[src/sap_pkg.sv]
// ----------------------------------------------------------------------------
// sap_pkg
// Shared types, codes and helpers for the subnet address pool.
// ----------------------------------------------------------------------------
package sap_pkg;

  // Default sizes, handed to the top level as parameter defaults.
  localparam int unsigned HOST_BITS_DEF   = 8;
  localparam int unsigned HANDLE_BITS_DEF = 16;

  // Fixed field widths of the request and response items.
  localparam int unsigned OP_W      = 3;
  localparam int unsigned ADDR_W    = 32;
  localparam int unsigned HDL_W     = 16;
  localparam int unsigned STATUS_W  = 3;
  localparam int unsigned CFG_IDX_W = 2;
  localparam int unsigned CFG_DATA_W = 32;
  localparam int unsigned PREFIX_W  = 5;
  localparam int unsigned WORKER_W  = 8;

  // Host-bit count and the pool limit 2^h - 1 (h never exceeds 16).
  localparam int unsigned HCNT_W  = 6;
  localparam int unsigned LIMIT_W = 17;

  // Reset values of the configuration registers.
  localparam logic [ADDR_W-1:0]   BASE_RST   = '0;
  localparam logic [PREFIX_W-1:0] PREFIX_RST = 5'd24;
  localparam logic [WORKER_W-1:0] WORKER_RST = '0;

  // Configuration register indexes.
  typedef enum logic [CFG_IDX_W-1:0] {
    CFG_SUBNET_BASE = 2'd0,
    CFG_PREFIX_LEN  = 2'd1,
    CFG_WORKER_ID   = 2'd2
  } cfg_idx_e;

  // Operation codes; codes above rebuild are accepted and do nothing.
  typedef enum logic [OP_W-1:0] {
    OP_ALLOC   = 3'd0,
    OP_FREE    = 3'd1,
    OP_BIND    = 3'd2,
    OP_LOOKUP  = 3'd3,
    OP_REBUILD = 3'd4
  } op_e;

  // Result status codes.
  typedef enum logic [STATUS_W-1:0] {
    ST_OK          = 3'd0,
    ST_EMPTY       = 3'd1,
    ST_OUTSIDE     = 3'd2,
    ST_NOT_ALLOC   = 3'd3,
    ST_NOT_BOUND   = 3'd4
  } status_e;

  // Per-slot flag word: allocated in bit 0, bound in bit 1.
  localparam int unsigned FLAG_W         = 2;
  localparam int unsigned FLAG_ALLOC_BIT = 0;
  localparam int unsigned FLAG_BOUND_BIT = 1;
  localparam logic [FLAG_W-1:0] FLAGS_CLEAR = 2'b00;
  localparam logic [FLAG_W-1:0] FLAGS_ALLOC = 2'b01;
  localparam logic [FLAG_W-1:0] FLAGS_BOUND = 2'b11;

  // Low-byte values that are never handed out.
  localparam logic [7:0] LB_NET   = 8'h00;
  localparam logic [7:0] LB_GW    = 8'h01;
  localparam logic [7:0] LB_BCAST = 8'hFF;
  localparam logic [ADDR_W-1:0] SEQ_FIRST = 32'd2;

  // Commands from the controller to the datapath.
  typedef struct packed {
    logic capture;     // latch the accepted request item
    logic sweep_init;  // reset the queue pointers before a rebuild sweep
    logic sweep_step;  // clear one slot's flags and advance the sweep index
    logic fill_en;     // during a sweep, also push usable slots to the queue
    logic commit;      // apply the operation and load the response register
  } cmd_t;

  // Status from the datapath to the controller.
  typedef struct packed {
    logic is_rebuild;  // latched op is a rebuild
    logic sweep_last;  // sweep index is on the last slot
    logic out_free;    // response register can take a new item
  } sts_t;

  // True when a sequence number is one that a rebuild would produce.
  function automatic logic seq_usable(input logic [ADDR_W-1:0]  s,
                                      input logic [LIMIT_W-1:0] limit);
    return (s >= SEQ_FIRST) && (s < ADDR_W'(limit)) &&
           (s[7:0] != LB_NET) && (s[7:0] != LB_GW) && (s[7:0] != LB_BCAST);
  endfunction

endpackage

[src/sap_ctrl.sv]
// ----------------------------------------------------------------------------
// sap_ctrl
// Sequencer: reset clearing pass, request read/commit steps, rebuild sweep.
// ----------------------------------------------------------------------------
module sap_ctrl (
  input  logic          clk_i,
  input  logic          rst_ni,
  input  logic          req_valid_i,
  output logic          req_ready_o,
  input  sap_pkg::sts_t sts_i,
  output sap_pkg::cmd_t cmd_o
);

  typedef enum logic [2:0] {
    CLEAR,
    IDLE,
    READ,
    SWEEP,
    COMMIT
  } state_e;

  state_e state_q, state_d;

  // Next state and commands.
  always_comb begin
    state_d     = state_q;
    cmd_o       = '0;
    req_ready_o = 1'b0;
    case (state_q)
      CLEAR: begin
        // Clear every slot's flags once after reset.
        cmd_o.sweep_step = 1'b1;
        if (sts_i.sweep_last) begin
          state_d = IDLE;
        end
      end
      IDLE: begin
        req_ready_o = 1'b1;
        if (req_valid_i) begin
          cmd_o.capture = 1'b1;
          state_d       = READ;
        end
      end
      READ: begin
        // Memory reads for the latched item are in flight this cycle.
        if (sts_i.is_rebuild) begin
          cmd_o.sweep_init = 1'b1;
          state_d          = SWEEP;
        end else begin
          state_d = COMMIT;
        end
      end
      SWEEP: begin
        cmd_o.sweep_step = 1'b1;
        cmd_o.fill_en    = 1'b1;
        if (sts_i.sweep_last) begin
          state_d = COMMIT;
        end
      end
      COMMIT: begin
        // Finish the item once the response register is free, and take the
        // next item in the same cycle.
        if (sts_i.out_free) begin
          cmd_o.commit = 1'b1;
          req_ready_o  = 1'b1;
          if (req_valid_i) begin
            cmd_o.capture = 1'b1;
            state_d       = READ;
          end else begin
            state_d = IDLE;
          end
        end
      end
      default: begin
        state_d = IDLE;
      end
    endcase
  end

  // State register.
  always_ff @(posedge clk_i or negedge rst_ni) begin
    if (!rst_ni) begin
      state_q <= CLEAR;
    end else begin
      state_q <= state_d;
    end
  end

endmodule

[config.mk]
export PLATFORM = sky130hd
export DESIGN_NAME = sap_ctrl
export DESIGN_NICKNAME = d
export VERILOG_FILES = /design/src/sap_pkg.sv /design/src/sap_ctrl.sv
export SDC_FILE = /design/constraint.sdc
export NUM_CORES = 1
export LEC_CHECK = 0
export BUFFER_PORTS_ARGS = -buffer_cell sky130_fd_sc_hd__buf_2
export CAP_MARGIN = 20
export CORE_AREA = 3 3 40 42
export CTS_BUF_LIST = sky130_fd_sc_hd__clkbuf_16
export DETAILED_ROUTE_END_ITERATION = 12
export DIE_AREA = 0 0 43 45
export PLACE_DENSITY = 0.41
export SYNTH_ARGS = -nofsm -noshare
export SYNTH_HDL_FRONTEND = slang
export SYNTH_SLANG_ARGS = --single-unit
[constraint.sdc]
create_clock -name clk_i -period 1.6 [get_ports clk_i]
set_input_delay 0.08 -clock clk_i [delete_from_list [all_inputs] [get_ports clk_i]]
set_output_delay 0.08 -clock clk_i [all_outputs]
set_load 0.005 [all_outputs]
# Word level (Yosys, flattened, before mapping)
# Index checks and enable logic that the tools add are counted.
totals:
  ff_bits: 3
  input_bits: 6
classes:
  eq_ne: 8
  n_mux: 17
  reduce_logical: 3
op_table:
  columns: ["operator", "n"]
  rows:
  - ["3-bit two-way mux", 5]
  - ["3-bit case mux with 5 select lines", 1]
  - ["1-bit two-way mux", 8]
  - ["2-bit != test (second input constant)", 4]
  - ["3-bit by 2-bit equality test with 1-bit output (second input constant)", 2]
  - ["1-bit case mux with 2 select lines", 2]
  - ["4-bit AND reduction", 1]
  - ["3-bit by 1-bit equality test with 1-bit output (second input constant)", 1]
  - ["3-bit equality test (second input constant)", 1]
  - ["3-bit zero test", 1]
  - ["2-bit two-way mux", 1]
  - ["2-bit OR reduction", 1]

# Longest topological paths before layout
depth:
  depth_word: 3
  ltp_mapped: 4
  ltp_nobuf: 3

# Worst setup path after synthesis
# OpenSTA, ideal clock, no wires.
synth_timing:
  kind: "register to register"
  startpoint: "reg state_q[0]"
  endpoint: "reg state_q[2]"
  arrival_time_ns: 1.037
  t_required_ns: 1.526
  path_slack_ns: 0.489
  path_stages_with_launch: 5
  period_less_slack_ns: 1.111
  cell_sequence: "dfrtp_1 > buf_2 > nor2b_1 > or3b_1 > o21ai_2"
synth_via:
  elab_chain_len: 3
  word_cells_on_any_way: 11
  classes_between: "8 x eq/ne; 1 x mux; 2 x reduce/logical"
synth_rtl:
  columns: ["element", "line_no", "text"]
  rows:
  - ["start, declared", "sap_ctrl.sv:22", "state_e state_q, state_d;"]
  - ["start signal, assigned", "sap_ctrl.sv:85", "state_q <= state_d;"]
  - ["3-bit by 2-bit equality test with 1-bit output (tied with other cells)", "sap_ctrl.sv:29", "case (state_q)"]
  - ["2-bit != test (no line)", null, null]
  - ["4-bit AND reduction (no line)", null, null]
# Parallel ways exist; a longest one is shown, timed or not.
# A chain may end at the register's enable or synchronous reset.

==> summary.md <==
| Metric | Value |
|---|---|
| Largest fanout on the critical path | `10` |
| XOR/XNOR share of the synthesized area | `0.0337` |
| Syn nets | `37` |
| Number of nets in the layout | `52` |
| Pin count of the biggest net entering global routing | `11` |
| Synth area leader | `dfrtp_1` |
| Die ar. | `1940 sq um` |
| Vias in the first global route | `265` |
| Worst r2r src | `state_q[0]` |
| Core area | `1280 sq um` |
| Compound-cell area share of the yosys netlist | `0.212` |
| Die Y | `45 um` |
| Yosys reg bits | `3` |
| Arrival time at the worst endpoint | `1.36 ns` |
| # fillers | `144` |
| Io pins | `12` |
| Port buffer count | `11` |
| Synth Area per Inst | `8.40 sq um` |
| Gp weighted congestion | `0.775` |
| CTS sink cnt | `3` |
| Setup Fix Bufs, Post-CTS | `0` |
| CP Launch Type | `register` |
| Antenna Cells | `0` |
| Total gr overflow | `0` |
| Router iterations before antenna repair | `4` |
| Final setup violation count | `0` |
| Adder-Cell Fraction of Synth Area | `0` |
| Initial Utilization | `0.203` |
| CP startpoint | `state_q[0]` |
| Layout Skew | `0.000315 ns` |
| Peak supply drop | `0.564 mV` |
| TritonCTS Buffers | `3` |
| Final ANT Viol Nets | `0` |
| Share of the synthesized area in the top cell type | `0.288` |
| Yosys warning count | `0` |
| Vias per cell | `4.17` |
| F_max | `695 MHz` |
| Final core utilization | `0.319` |
| Slew Viols, Final | `0` |
| H-Tree Level Count | `1` |
| Mapped Area | `260 sq um` |
| Synth Area in Simple Gates | `0.361` |
| Status | `finished, final reports clean` |
| Die Span X | `43 um` |
| Post-DP HPWL | `461 um` |
| WL/cell | `10.6 um` |
| Share of cells above drive strength 1 | `0.378` |
| Max clock buf depth | `2` |
| RSZ-0062 raised after global routing | `false` |
| CTS tree | `yes` |
| P&R area growth vs syn | `57.7%` |
| Routed via count | `250` |
| CTS root buf | `clkbuf_16` |
| Clk_lat worst skew | `0.22 ns` |
| R2R Path End | `state_q[2]` |
| Synth cell types | `20` |
| Dpl cells | `55` |
| Final setup TNS | `0 ns` |
| Max-cap violations | `0` |
| Multi-input gate area | `158 sq um` |
| Hold path start | `sts_i[1]` |
| Worst-path clk slew | `0.03 ns` |
| Hold Path Class | `in -> reg` |
| Seq/Total Area, Yosys | `0.288` |
| Mux share of post-synthesis cell area | `0` |
| Post-CTS resize count | `0` |
| WS Path Type | `reg -> out` |
| Final worst path period share | `0.899` |
| Regs by FF count | `state_q (3)` |
| Routed wire length | `638 um` |
| DR iter-0 viols | `2` |
| Period minus WS final | `1.44 ns` |
| Critical Path End Type | `output pin` |
| Worst-Margin Slew | `0.353 ns` |
| Gr usage total | `0.0793` |
| CP required | `1.52 ns` |
| Site Rows | `13` |
| Final hold violation count | `0` |
| Power per cell area | `2230 nW/um^2` |
| Initial antenna violation count | `0` |
| Max FFs per register | `3` |
| R2R setup slack | `0.41 ns` |
| DRC Markers | `0` |
| Cells after Synth | `31` |
| Leak | `0.215 nW` |
| Synth area leaders | `dfrtp_1 (29%), nor4bb_4 (9.6%), inv_1 (5.8%)` |
| Hold path endpoint | `state_q[1]` |
| First-pass GRT wire length | `1080 um` |
| Worst Hold Depth | `2` |
| Largest Register | `state_q` |
| Slew HR | `0.765` |
| Finished Layout Cells | `60` |
| Largest family of logic cells by synthesized area | `simple AND/OR/NAND/NOR gates` |
| Worst R2R Path Depth | `3` |
| Seq. cell area | `75.1 sq um` |
[layer usage]
metal / vias up / track usage / routed length [um]
li1: 133 / - / -
met1: 105 / 0.0947 / 275
met2: 10 / 0.111 / 298
met3: 2 / 0.0159 / 48
met4: 0 / 0.0904 / 15
met5: - / 0 / 0
[worst max path at each step]
stage	slack, ns	to	cells after the start
after CTS	0.15	cmd_o[4]	4
after floorplan	0.49	state_q[2]	4
after detailed placement	0.40	cmd_o[4]	4
final	0.16	cmd_o[4]	4
after global routing	0.09	cmd_o[4]	4
after global placement	0.39	state_q[2]	3
[report_power, final]
group	total, mW	switching [mW]	internal (mW)
clock	0.391	0.0683	0.322
sequential	0.203	0.0917	0.112
combinational	0.320	0.138	0.182
total	0.914	0.298	0.616
[critical path, stage by stage, from the launching register on]
cell and delay, ns:
dfrtp_1 0.49, nor4bb_4 0.34, o21ai_1 0.13, inv_1 0.07, buf_2 0.10
[repair_timing]
item,4_1_cts,5_1_grt
hold buffers,1,0
endpoints found under the hold margin,3,0
setup endpoints to repair,0,0
[stage by stage]
stage | total power [mW] | setup slack [ns] | area (sq um) | hold slack [ns]
after floorplan | 0.432 | 0.489 | 260 | -0.216
final | 0.914 | 0.162 | 410 | 0.132
after CTS | 0.926 | 0.152 | 410 | 0.131
after global routing | 0.974 | 0.0879 | 410 | 0.142
after detailed placement | 0.526 | 0.398 | 322 | -0.124
after global placement | 0.537 | 0.393 | 322 | -0.121
[final cells by class]
| cell class | count | share of cell area |
|---|---|---|
| tap | 15 | 0.0457 |
| multi-input combinational | 22 | 0.384 |
| timing repair buffer | 12 | 0.159 |
| clock buffer | 3 | 0.183 |
| sequential | 3 | 0.183 |
| clock inverter | 1 | 0.00915 |
| inverter | 4 | 0.0366 |
[synth_stat cells, drive strengths merged]
library cell,n
inv,4
nor2,4
o21ai,4
dfrtp,3
buf,2
nand2b,2
nor2b,2
a21oi,1
a221oi,1
a2bb2oi,1
and2b,1
nand2,1
nor3b,1
nor4bb,1
o221ai,1
or3b,1
xor2,1
[placed cells by master, fill, tap and decap left out]
master / instances
buf_2: 11
inv_1: 5
nor2_1: 4
clkbuf_16: 3
dfrtp_1: 3
nand2b_1: 2
o21ai_1: 2
nor2b_1: 2
and2b_2: 1
nand2_1: 1
nor4bb_4: 1
nor3b_1: 1
a21oi_1: 1
xor2_1: 1
or3b_1: 1
o21ai_2: 1
o221ai_1: 1
a221oi_1: 1
o21ai_0: 1
a2bb2oi_1: 1
dlygate4sd3_1: 1
[cells by family (layout without fill, tap and decap cells)]
| kind of cell | count (synthesis) | in the layout |
|---|---|---|
| AOI/OAI and AO/OA | 8 | 8 |
| xor gates and xnor gates | 1 | 1 |
| and+or+nand+nor | 13 | 13 |
| buffers and inverters | 6 | 20 |
| DFF | 3 | 3 |
(Power assumes the default switching activity.)
